===== src/hw/rtl/tno_pkg.sv =====
package tno_pkg;

    localparam logic [7:0] CODE_IAC  = 8'd255;
    localparam logic [7:0] CODE_DONT = 8'd254;
    localparam logic [7:0] CODE_DO   = 8'd253;
    localparam logic [7:0] CODE_WONT = 8'd252;
    localparam logic [7:0] CODE_WILL = 8'd251;
    localparam logic [7:0] CODE_SB   = 8'd250;
    localparam logic [7:0] CODE_SE   = 8'd240;
    localparam logic [7:0] CODE_SEND = 8'd1;
    localparam logic [7:0] CODE_IS   = 8'd0;
    localparam logic [7:0] OPT_ECHO  = 8'd1;
    localparam logic [7:0] OPT_SGA   = 8'd3;

    localparam int QUEUE_DEPTH = 4;

    // what the back end has to produce for one command
    typedef enum logic [1:0] {
        KIND_DATA  = 2'd0,
        KIND_PLAIN = 2'd1,
        KIND_SUB   = 2'd2
    } t_kind;

    typedef struct packed {
        t_kind      kind;
        logic [7:0] first;   // data byte, or answer verb of a plain reply
        logic [7:0] option;
    } t_cmd;

    function automatic logic option_known(input logic [7:0] opt);
        option_known = (opt == OPT_ECHO) || (opt == OPT_SGA);
    endfunction

endpackage


===== src/hw/rtl/tno_front.sv =====
module tno_front (
    input  logic          i_clk,
    input  logic          i_rst_n,
    input  logic          i_accept,
    input  logic          i_op,
    input  logic [7:0]    i_rx_byte,
    output logic          o_push,
    output tno_pkg::t_cmd o_cmd
);

    typedef enum logic [1:0] {
        PH_IAC    = 2'd0,
        PH_VERB   = 2'd1,
        PH_SUB    = 2'd2,
        PH_OPTION = 2'd3
    } t_phase;

    logic       r_negotiating, n_negotiating;
    t_phase     r_phase, n_phase;
    logic [7:0] r_verb, n_verb;
    logic [7:0] r_option, n_option;
    logic [7:0] r_modifier, n_modifier;
    logic [1:0] r_subpos, n_subpos;

    always_comb begin
        n_negotiating = r_negotiating;
        n_phase       = r_phase;
        n_verb        = r_verb;
        n_option      = r_option;
        n_modifier    = r_modifier;
        n_subpos      = r_subpos;
        o_push        = 1'b0;
        o_cmd.kind    = tno_pkg::KIND_DATA;
        o_cmd.first   = i_rx_byte;
        o_cmd.option  = i_rx_byte;
        if (i_accept) begin
            if (i_op) begin
                n_negotiating = 1'b1;
                n_phase       = PH_IAC;
                n_verb        = 8'd0;
                n_option      = 8'd0;
                n_modifier    = 8'd0;
                n_subpos      = 2'd0;
            end else if (!r_negotiating) begin
                o_push = 1'b1;
            end else begin
                unique case (r_phase)
                    PH_IAC: begin
                        if (i_rx_byte == tno_pkg::CODE_IAC) begin
                            n_phase = PH_VERB;
                        end else begin
                            n_negotiating = 1'b0;
                            o_push        = 1'b1;
                        end
                    end
                    PH_VERB: begin
                        n_verb = i_rx_byte;
                        if (i_rx_byte == tno_pkg::CODE_SB) begin
                            n_phase    = PH_SUB;
                            n_subpos   = 2'd0;
                            n_option   = 8'd0;
                            n_modifier = 8'd0;
                        end else begin
                            n_phase = PH_OPTION;
                        end
                    end
                    PH_SUB: begin
                        if (i_rx_byte == tno_pkg::CODE_SE) begin
                            n_phase      = PH_IAC;
                            o_cmd.kind   = tno_pkg::KIND_SUB;
                            o_cmd.option = r_option;
                            o_push       = (r_subpos >= 2'd2)
                                && tno_pkg::option_known(r_option)
                                && (r_modifier == tno_pkg::CODE_SEND);
                        end else begin
                            if (r_subpos == 2'd0) begin
                                n_option = i_rx_byte;
                            end else if (r_subpos == 2'd1) begin
                                n_modifier = i_rx_byte;
                            end
                            if (r_subpos != 2'd3) begin
                                n_subpos = r_subpos + 2'd1;
                            end
                        end
                    end
                    PH_OPTION: begin
                        n_option   = i_rx_byte;
                        n_phase    = PH_IAC;
                        o_cmd.kind = tno_pkg::KIND_PLAIN;
                        o_push     = 1'b1;
                        unique case (r_verb)
                            tno_pkg::CODE_DO:
                                o_cmd.first = tno_pkg::option_known(i_rx_byte)
                                    ? tno_pkg::CODE_WILL : tno_pkg::CODE_WONT;
                            tno_pkg::CODE_DONT:
                                o_cmd.first = tno_pkg::CODE_WONT;
                            tno_pkg::CODE_WILL:
                                o_cmd.first = tno_pkg::option_known(i_rx_byte)
                                    ? tno_pkg::CODE_DO : tno_pkg::CODE_DONT;
                            tno_pkg::CODE_WONT:
                                o_cmd.first = tno_pkg::CODE_DONT;
                            default:
                                o_push = 1'b0;
                        endcase
                    end
                    default: n_phase = PH_IAC;
                endcase
            end
        end
    end

    always_ff @(posedge i_clk) begin
        if (!i_rst_n) begin
            r_negotiating <= 1'b1;
            r_phase       <= PH_IAC;
            r_verb        <= 8'd0;
            r_option      <= 8'd0;
            r_modifier    <= 8'd0;
            r_subpos      <= 2'd0;
        end else begin
            r_negotiating <= n_negotiating;
            r_phase       <= n_phase;
            r_verb        <= n_verb;
            r_option      <= n_option;
            r_modifier    <= n_modifier;
            r_subpos      <= n_subpos;
        end
    end

endmodule


===== src/hw/rtl/tno_queue.sv =====
module tno_queue #(
    parameter int DEPTH = tno_pkg::QUEUE_DEPTH
) (
    input  logic                       i_clk,
    input  logic                       i_rst_n,
    input  logic                       i_push,
    input  tno_pkg::t_cmd              i_cmd,
    input  logic                       i_pop,
    output logic                       o_full,
    output logic                       o_empty,
    output tno_pkg::t_cmd              o_head,
    output logic [$clog2(DEPTH+1)-1:0] o_count
);

    localparam int PTR_W = $clog2(DEPTH);
    localparam int CNT_W = $clog2(DEPTH + 1);

    tno_pkg::t_cmd r_slot [DEPTH];
    logic [PTR_W-1:0] r_wr_ptr, r_rd_ptr;
    logic [CNT_W-1:0] r_count;
    logic do_push, do_pop;

    assign o_full  = (r_count == CNT_W'(DEPTH));
    assign o_empty = (r_count == '0);
    assign o_head  = r_slot[r_rd_ptr];
    assign o_count = r_count;
    assign do_push = i_push && !o_full;
    assign do_pop  = i_pop && !o_empty;

    always_ff @(posedge i_clk) begin
        if (do_push) begin
            r_slot[r_wr_ptr] <= i_cmd;
        end
    end

    always_ff @(posedge i_clk) begin
        if (!i_rst_n) begin
            r_wr_ptr <= '0;
            r_rd_ptr <= '0;
            r_count  <= '0;
        end else begin
            if (do_push) begin
                r_wr_ptr <= (r_wr_ptr == PTR_W'(DEPTH - 1)) ? '0 : r_wr_ptr + 1'b1;
            end
            if (do_pop) begin
                r_rd_ptr <= (r_rd_ptr == PTR_W'(DEPTH - 1)) ? '0 : r_rd_ptr + 1'b1;
            end
            if (do_push && !do_pop) begin
                r_count <= r_count + 1'b1;
            end else if (do_pop && !do_push) begin
                r_count <= r_count - 1'b1;
            end
        end
    end

endmodule


===== src/hw/rtl/tno_back.sv =====
module tno_back (
    input  logic          i_clk,
    input  logic          i_rst_n,
    input  logic          i_empty,
    input  tno_pkg::t_cmd i_head,
    output logic          o_pop,
    input  logic          i_stall,
    output logic          o_valid,
    output logic [7:0]    o_out_byte,
    output logic          o_is_reply,
    output logic          o_last
);

    logic [2:0] r_idx, n_idx;
    logic       r_valid, n_valid;
    logic [7:0] r_byte, sel_byte;
    logic       r_reply, sel_reply;
    logic       r_last, sel_last;
    logic       load;

    assign load = !i_empty && (!r_valid || !i_stall);

    // pick the byte of the head command at the current position
    always_comb begin
        sel_byte  = i_head.first;
        sel_reply = 1'b1;
        sel_last  = 1'b0;
        case (i_head.kind)
            tno_pkg::KIND_PLAIN: begin
                sel_last = (r_idx == 3'd2);
                case (r_idx)
                    3'd0:    sel_byte = tno_pkg::CODE_IAC;
                    3'd1:    sel_byte = i_head.first;
                    default: sel_byte = i_head.option;
                endcase
            end
            tno_pkg::KIND_SUB: begin
                sel_last = (r_idx == 3'd5);
                case (r_idx)
                    3'd0:    sel_byte = tno_pkg::CODE_IAC;
                    3'd1:    sel_byte = tno_pkg::CODE_SB;
                    3'd2:    sel_byte = i_head.option;
                    3'd3:    sel_byte = tno_pkg::CODE_IS;
                    3'd4:    sel_byte = tno_pkg::CODE_IAC;
                    default: sel_byte = tno_pkg::CODE_SE;
                endcase
            end
            default: begin
                sel_reply = 1'b0;
                sel_last  = 1'b1;
            end
        endcase
    end

    always_comb begin
        n_valid = r_valid;
        n_idx   = r_idx;
        o_pop   = 1'b0;
        if (load) begin
            n_valid = 1'b1;
            if (sel_last) begin
                o_pop = 1'b1;
                n_idx = 3'd0;
            end else begin
                n_idx = r_idx + 3'd1;
            end
        end else if (r_valid && !i_stall) begin
            n_valid = 1'b0;
        end
    end

    always_ff @(posedge i_clk) begin
        if (!i_rst_n) begin
            r_valid <= 1'b0;
            r_idx   <= 3'd0;
        end else begin
            r_valid <= n_valid;
            r_idx   <= n_idx;
        end
    end

    always_ff @(posedge i_clk) begin
        if (load) begin
            r_byte  <= sel_byte;
            r_reply <= sel_reply;
            r_last  <= sel_last;
        end
    end

    assign o_valid    = r_valid;
    assign o_out_byte = r_byte;
    assign o_is_reply = r_reply;
    assign o_last     = r_last;

endmodule


===== src/hw/rtl/telnet_option_negotiator.sv =====
// Telnet option negotiator.
// Input channel (i_valid / o_stall): one transaction per cycle carries i_op and
// i_rx_byte. i_op high restarts negotiation and gives no output. While
// negotiating, bytes are parsed as IAC verb option or IAC SB ... SE commands;
// each answered command produces its reply bytes (3 for a plain command, 6
// for an answered SB SEND). The first byte that does not start a command
// ends negotiation and it, and every later byte, pass through as data.
// Output channel (o_valid / i_stall): one byte per transaction; o_is_reply
// marks reply bytes and o_last closes the bytes caused by one input.
// Each command or data byte is written into a DEPTH-entry queue, and the
// expander loads the output register from the queue head. Throughput: one
// input per cycle while o_stall is low and one output byte per cycle while
// i_stall is low; o_stall rises only when the queue is full (replies held
// up by i_stall, or a long run of answered subnegotiations, which give six
// bytes for every five received). Reset clears the parser to negotiating,
// empties the queue and drops o_valid. Under i_stall the output register
// holds its byte.
module telnet_option_negotiator #(
    parameter int DEPTH = tno_pkg::QUEUE_DEPTH
) (
    input  logic       i_clk,
    input  logic       i_rst_n,
    input  logic       i_valid,
    output logic       o_stall,
    input  logic       i_op,
    input  logic [7:0] i_rx_byte,
    output logic       o_valid,
    input  logic       i_stall,
    output logic [7:0] o_out_byte,
    output logic       o_is_reply,
    output logic       o_last
);

    logic                       accept;
    logic                       push, pop;
    logic                       full, empty;
    tno_pkg::t_cmd              cmd, head;
    logic [$clog2(DEPTH+1)-1:0] count;

    // accept whenever the queue has room
    assign o_stall = full;
    assign accept  = i_valid && !full;

    tno_front u_front (
        .i_clk     (i_clk),
        .i_rst_n   (i_rst_n),
        .i_accept  (accept),
        .i_op      (i_op),
        .i_rx_byte (i_rx_byte),
        .o_push    (push),
        .o_cmd     (cmd)
    );

    tno_queue #(.DEPTH(DEPTH)) u_queue (
        .i_clk   (i_clk),
        .i_rst_n (i_rst_n),
        .i_push  (push),
        .i_cmd   (cmd),
        .i_pop   (pop),
        .o_full  (full),
        .o_empty (empty),
        .o_head  (head),
        .o_count (count)
    );

    tno_back u_back (
        .i_clk      (i_clk),
        .i_rst_n    (i_rst_n),
        .i_empty    (empty),
        .i_head     (head),
        .o_pop      (pop),
        .i_stall    (i_stall),
        .o_valid    (o_valid),
        .o_out_byte (o_out_byte),
        .o_is_reply (o_is_reply),
        .o_last     (o_last)
    );

    // queue occupancy stays within its depth
    a_count_bound: assert property (@(posedge i_clk) disable iff (!i_rst_n)
        count <= ($clog2(DEPTH+1))'(DEPTH))
        else $error("queue count exceeds depth");

    // front never pushes into a full queue
    a_no_push_full: assert property (@(posedge i_clk) disable iff (!i_rst_n)
        full |-> !push)
        else $error("push while queue full");

    // a passed-through data byte is always a single-byte transaction group
    a_data_last: assert property (@(posedge i_clk) disable iff (!i_rst_n)
        (o_valid && !o_is_reply) |-> o_last)
        else $error("data byte without last");

    // a pop only happens while the queue holds an entry
    a_pop_nonempty: assert property (@(posedge i_clk) disable iff (!i_rst_n)
        pop |-> !empty)
        else $error("pop from empty queue");

endmodule


===== config.mk =====
export PLATFORM = sky130hd
export DESIGN_NAME = telnet_option_negotiator
export DESIGN_NICKNAME = d
export VERILOG_FILES = /design/src/hw/rtl/tno_pkg.sv /design/src/hw/rtl/tno_front.sv /design/src/hw/rtl/tno_queue.sv /design/src/hw/rtl/tno_back.sv /design/src/hw/rtl/telnet_option_negotiator.sv
export SDC_FILE = /design/constraint.sdc
export NUM_CORES = 1
export LEC_CHECK = 0
export ABC_AREA = 1
export ABC_CLOCK_PERIOD_IN_PS = 3600
export CAP_MARGIN = 20
export CELL_PAD_IN_SITES_DETAIL_PLACEMENT = 2
export CELL_PAD_IN_SITES_GLOBAL_PLACEMENT = 2
export CORE_MARGIN = 8
export CORE_UTILIZATION = 40
export CTS_CLUSTER_DIAMETER = 40
export DETAILED_ROUTE_END_ITERATION = 10
export DONT_BUFFER_PORTS = 1
export PLACE_DENSITY = 0.76
export SYNTH_ARGS = -nofsm -noshare
export SYNTH_HDL_FRONTEND = slang
export SYNTH_SLANG_ARGS = --single-unit

===== constraint.sdc =====
create_clock -name i_clk -period 3.6 [get_ports i_clk]
set_input_delay 0 -clock i_clk [delete_from_list [all_inputs] [get_ports i_clk]]
set_output_delay 0 -clock i_clk [all_outputs]
set_load 0.005 [all_outputs]

==> results of run 1 <==
[synth_stat cells (all sizes together)]
| cell | n | area share [%] |
|---|---|---|
| nand2 | 148 | 9.5 |
| nor2 | 100 | 7.0 |
| edfxtp | 82 | 42 |
| o21ai | 76 | 6.5 |
| inv | 71 | 4.6 |
| dfxtp | 42 | 14 |
| a21oi | 34 | 2.9 |
| nand3 | 34 | 3.0 |
| ha | 17 | 3.6 |
| buf | 13 | 1.2 |
| o22a | 10 | 1.5 |
| clkbuf | 8 | 0.51 |
| nor3 | 8 | 0.96 |
| a211oi | 4 | 0.51 |
| a32o | 4 | 0.68 |
| nand4 | 3 | 0.32 |
| a22oi | 2 | 0.25 |
| a32oi | 2 | 0.30 |
| clkinv | 1 | 0.064 |
| fa | 1 | 0.34 |
| o211a | 1 | 0.17 |
| xor2 | 1 | 0.15 |
[final cells by class]
class / instances / area [µm²] / share of cell area [%]
sequential: 124 / 3300 / 48.6
inverter: 72 / 273 / 4.01
clock buffer: 17 / 425 / 6.26
tap: 184 / 230 / 3.39
clock inverter: 15 / 173 / 2.54
timing repair buffer: 20 / 175 / 2.58
multi-input combinational: 445 / 2220 / 32.6
[cell usage in the layout (no fill, tap or decap), types with 4 or more instances in the layout]
master / synthesis / routed
a21oi_1: 34 / 34
nor2_1: 95 / 95
a211oi_1: 4 / 4
ha_1: 17 / 17
edfxtp_1: 82 / 82
inv_1: 65 / 65
buf_4: 0 / 10
a32o_1: 4 / 4
inv_2: 5 / 5
dlygate4sd3_1: 0 / 10
nand2_1: 146 / 146
nand3_1: 33 / 33
o22a_1: 10 / 10
clkinvlp_4: 0 / 4
dfxtp_1: 42 / 42
clkbuf_16: 0 / 17
nor3_1: 6 / 6
o21ai_0: 72 / 72
[repair_timing]
item / in CTS / in global routing
hold buffers: 10 / 0
setup endpoints to repair: 0 / 0
hold endpoints to repair: 65 / 0
[sequential cells by signal, summed over array words and instances (netlist names), 3 cells and up, named ones only]
name	flops
u_front.r_verb	8
u_queue.r_slot	72
u_back.r_idx	3
u_back.o_out_byte	8
u_front.r_option	8
u_front.r_modifier	8
u_queue.o_count	3
[worst max-delay path: cells and delay by family (launching register included)]
family / cells / cell delay (ps)
compound gates: 5 / 880
buf+inv: 3 / 290
flops: 1 / 470
fa+ha+maj: 3 / 950
simple gates: 3 / 420
[where the power goes]
part           switching (mW)  internal [mW]  leakage (nW)
combinational           0.960          0.426          1.30
clock                   0.649           1.08         0.280
sequential              0.124           1.77          1.09
total                    1.73           3.28          2.68
[routing by layer]
metal,GRT usage (%),share of wire [%]
met1,21.8,41
met2,38.7,54
met3,4.16,2.4
met4,9.17,2.7
met5,0,0
[per-stage QoR]
| step | worst slack (ps) | utilization, % | power, mW | instance area (µm²) | hold slack (ps) |
|---|---|---|---|---|---|
| final | 455 | 46.9 | 5.01 | 6800 | 4.41 |
| after global placement | 928 | 42.1 | 3.16 | 6100 | 127 |
| after global routing | 234 | 46.9 | 5.27 | 6800 | 28.4 |
| after floorplan | 840 | - | 2.82 | 5890 | 138 |
| after CTS | 455 | 46.9 | 5.06 | 6800 | 7.96 |
| after detailed placement | 601 | 42.1 | 3.28 | 6100 | 132 |
[worst paths after layout]
kind,slack [ps],depth (start not counted),to,startpoint
setup / recovery,450,14,u_queue.o_count[2],flop
hold / removal,4,2,u_queue.o_count[0],i_rst_n
setup reg to reg,450,14,u_queue.o_count[2],flop
hold reg to reg,470,2,u_front.r_verb[7],u_front.r_verb[7]
[logic make-up after synthesis]
family | after synthesis | synth area share [%]
AOI/OAI and AO/OA | 133 | 12.8
xor gates and xnor gates | 1 | 0.149
adders and majority gates | 18 | 3.95
buffers and inverters | 93 | 6.31
DFF | 124 | 56.1
and+or+nand+nor | 293 | 20.7
==> results.md, run 1 <==
* Post-Syn Area at 0.00589 mm²
* Row count at 44
* Worst-Skew Late Latency at 420 ps
* Total grt overflow at 0
* Unrepaired setup endpoints after global routing: false
* Fin. Hold Viols at 0
* Vias in the first global route at 5383
* Via density at 5.38
* # diodes at 0
* DR iter-0 viols at 208
* Initial antenna violation count at 0
* Max Slew Vio Count at 0
* Max Cap Violations at 0
* Worst rel slew slack at 36.6%
* Boundary pin count at 25
* Die Width at 137 µm
* Crit path required time at 3900 ps
* CTS sink count at 124
* Placed cells at 835
* CTS tree: yes
* Post-CTS setup buffers at 0
* Routed via count at 4720
* Crit. End Element: flop
* Initial Util at 40.7%
* Crit-path max FO at 6
* Tmin final at 3150 ps
* Leak at 2.68 nW
* Final period util at 87.4%
* Antenna Violating Nets Remaining at 0
* Yosys reg bits at 124
* Cell count after synthesis at 662
* Startpoint Class: flop
* Detailed Routing Iterations Pass 1 at 4
* Post-synth cell types at 35
* Most common cell type on the critical path: inv_1
* Max clock buf depth at 2
* Seq/Total Area, Yosys at 56.1%
* Crit Path Category: reg2reg
* Layout cells sized above 1 at 8.23%
* Yosys Warn Count at 0
* CTS Buf Count at 17
* Placeable Area at 0.0145 mm²
* CTS root buffer: clkbuf_16
* DR WL/cell at 20.8 µm
* Fin Setup TNS at 0 ps
* Worst min-delay path category: in2reg
* GRT Overall Usage at 20.7%
* Non-filler cells, final at 877
* Fmax at 318 MHz
* Clock transition at the registers of the reported paths at 60 ps
* Largest net degree at the start of global routing at 33
* Clock Skew at 8.63 ps
* Final WL at 18200 µm
* Peak supply drop at 0.000373 V
* Synth Area per Inst at 8.90 µm²
* Post-CTS Resized at 0
* Placer congestion estimate at 0.829
* Number of fill cells at 1594
* Post-DP HPWL at 13000 µm
* CP max stage delay at 470 ps
* Pwr per Cell Area at 737 mW/mm²
* Syn Nets at 693
* DRC at 0
* First-pass GRT wire length at 29100 µm
* Final net count at 711
* Status: completed
* Final setup fails at 0
* H-tree levels at 4
* Area Growth Syn to Fin at 15.4%
* Worst Path Arrival at 3440 ps
* Crit path cell chain: nand2_1, a32oi_1, inv_1, ha_1, inv_1, nand3_1, nand2_1, ha_1, inv_1, fa_1, a21oi_1, o21ai_0, o21ai_0, a21oi_1
* Die ar. at 0.0189 mm²
* Buffers on Ports at 0
* Worst Tran Pin Value at 949 ps
* Chip height at 137 µm
* Worst path slowest cell: dfxtp_1
No activity file was read; power rests on OpenSTA's default activity.
==> run 2, diff against run 1 <==
HOLD_SLACK_MARGIN = 0.15   (was unset)
==> results.md, run 2 (synthesized netlist as in run 1, its figures left out) <==
* Post-CTS Resized at 0 (unchanged)
* Detailed Routing Iterations Pass 1 at 4 (unchanged)
* Worst path slowest cell: dfxtp_1 (unchanged)
* Top reg by flops: u_queue.r_slot (unchanged)
* Leak at 2.70 nW (was 2.68 nW)
* GRT Overall Usage at 20.8% (was 20.7%)
* Final net count at 715 (was 711)
* Fin. Hold Viols at 0 (unchanged)
* Most frequent cells in the layout: 146 x nand2_1, 95 x nor2_1, 82 x edfxtp_1 (unchanged)
* Final WL at 18400 µm (was 18200 µm)
* Layout cells sized above 1 at 8.18% (was 8.23%)
* Unrepaired setup endpoints after global routing: false (unchanged)
* Antenna Violating Nets Remaining at 0 (unchanged)
* Worst rel slew slack at 33.9% (was 36.6%)
* Initial antenna violation count at 0 (unchanged)
* Area Growth Syn to Fin at 16.0% (was 15.4%)
* Post-CTS setup buffers at 0 (unchanged)
* Post-DP HPWL at 13000 µm (unchanged)
* DR WL/cell at 20.9 µm (was 20.8 µm)
* Worst Path Buf+Inv at 3 (unchanged)
* Routed via count at 4713 (was 4720)
* Final period util at 86.9% (was 87.4%)
* CTS Buf Count at 17 (unchanged)
* Die ar. at 0.0189 mm² (unchanged)
* Chip height at 137 µm (unchanged)
* Row count at 44 (unchanged)
* Max clock buf depth at 2 (unchanged)
* Crit Path Category: reg2reg (unchanged)
* CTS root buffer: clkbuf_16 (unchanged)
* Peak supply drop at 0.000372 V (was 0.000373 V)
* Pwr per Cell Area at 734 mW/mm² (was 737 mW/mm²)
* M2 GR Usage at 39.1% (was 38.7%)
* Placer congestion estimate at 0.829 (unchanged)
* Most common cell type on the critical path: inv_1 (unchanged)
* CTS tree: yes (unchanged)
* Hold_ws at 185 ps (was 4.41 ps)
* Tmin final at 3130 ps (was 3150 ps)
* Total grt overflow at 0 (unchanged)
* Vias in the first global route at 5399 (was 5383)
* Via density at 5.35 (was 5.38)
* Fin Setup TNS at 0 ps (unchanged)
* H-tree levels at 4 (unchanged)
* Clock Skew at 9.24 ps (was 8.63 ps)
* Crit-path max FO at 6 (unchanged)
* Max Cap Violations at 0 (unchanged)
* Initial Util at 40.7% (unchanged)
* CTS sink count at 124 (unchanged)
* Worst min-delay path category: in2reg (unchanged)
* Startpoint Class: flop (unchanged)
* Largest net degree at the start of global routing at 33 (unchanged)
* DRC at 0 (unchanged)
* DR iter-0 viols at 229 (was 208)
* GRT busiest layer: met2 (unchanged)
* Final setup fails at 0 (unchanged)
* # diodes at 0 (unchanged)
* Worst Path Arrival at 3430 ps (was 3440 ps)
* Crit. End Element: flop (unchanged)
* Worst Tran Pin Value at 988 ps (was 949 ps)
* Max Slew Vio Count at 0 (unchanged)
* Status: completed (unchanged)
* Crit path required time at 3900 ps (about the same)
* First-pass GRT wire length at 29300 µm (was 29100 µm)
* Boundary pin count at 25 (unchanged)
* Delay-heaviest family, CP: adder cells (unchanged)
* Max reg flops at 72 (unchanged)
* Die Width at 137 µm (unchanged)
* Placeable Area at 0.0145 mm² (unchanged)
* Clock transition at the registers of the reported paths at 60 ps (about the same)
* Commonest non-fill, non-tap cell in the layout: nand2_1 (unchanged)
* Crit path cell chain: nand2_1, a32oi_1, inv_1, ha_1, inv_1, nand3_1, nand2_1, ha_1, inv_1, fa_1, a21oi_1, o21ai_0, o21ai_0, a21oi_1 (unchanged)
* Buffers on Ports at 0 (unchanged)
* R2R Setup Slk at 470 ps (was 450 ps)
* Fmax at 320 MHz (was 318 MHz)
* M3 GR Usage at 4.16% (unchanged)
* Global-route track usage on met1 at 21.9% (was 21.8%)
* Worst-Skew Late Latency at 420 ps (about the same)
* CP max stage delay at 470 ps (about the same)
run 2: cell count changes in the layout (fill, tap and decap cells not counted):
cell           delta
dlygate4sd3_1     +4
run 2: cell type report:
cell class                      count  area [µm²]
Tap cell                          184         230
Sequential cell                   124        3300
Timing Repair Buffer               24         215
Clock inverter                     15         173
Fill cell                        1592        7640
Multi-Input combinational cell    445        2220
Inverter                           72         273
Clock buffer                       17         425
run 2: routing by layer:
layer	routed length, µm	up-vias
li1	-	2261
met1	7520	2359
met2	9890	66
met3	476	27
met4	497	0
met5	0	-
run 2: path summary, 6_finish.rpt:
path                          start                    end  cells after the start
setup / recovery               flop     u_queue.o_count[2]                     14
hold / removal         i_rx_byte[0]  u_front.r_negotiating                      6
setup reg to reg               flop     u_queue.o_count[2]                     14
hold reg to reg   u_front.r_verb[7]      u_front.r_verb[7]                      2
run 2: power breakdown:
part           switching [mW]  leakage, nW  total [mW]  internal [mW]
clock network           0.647        0.280        1.73           1.08
logic                   0.966         1.32        1.40          0.431
registers               0.124         1.09        1.89           1.77
run 2: stage by stage:
stage | instances | cell area, µm² | utilization [%] | power, mW | setup WS (ps)
2_1_floorplan | 662 | 5890 | - | 2.82 | 840
3_3_place_gp | 835 | 6100 | 42.1 | 3.16 | 928
3_5_place_dp | 835 | 6100 | 42.1 | 3.28 | 601
4_1_cts | 881 | 6840 | 47.2 | 5.07 | 455
5_1_grt | 881 | 6840 | 47.2 | 5.28 | 234
6_report | 881 | 6840 | 47.2 | 5.02 | 471
run 2: worst min-delay path: stages:
cell	delay, ps
nand2_1	50
nor3_1	50
a21oi_1	180
nand2_1	100
nand2_1	120
nand2_1	60
run 2: what timing repair did:
action	4_1_cts	5_1_grt
setup endpoints to repair	0	0
hold buffers	14	0
endpoints found under the hold margin	100	0
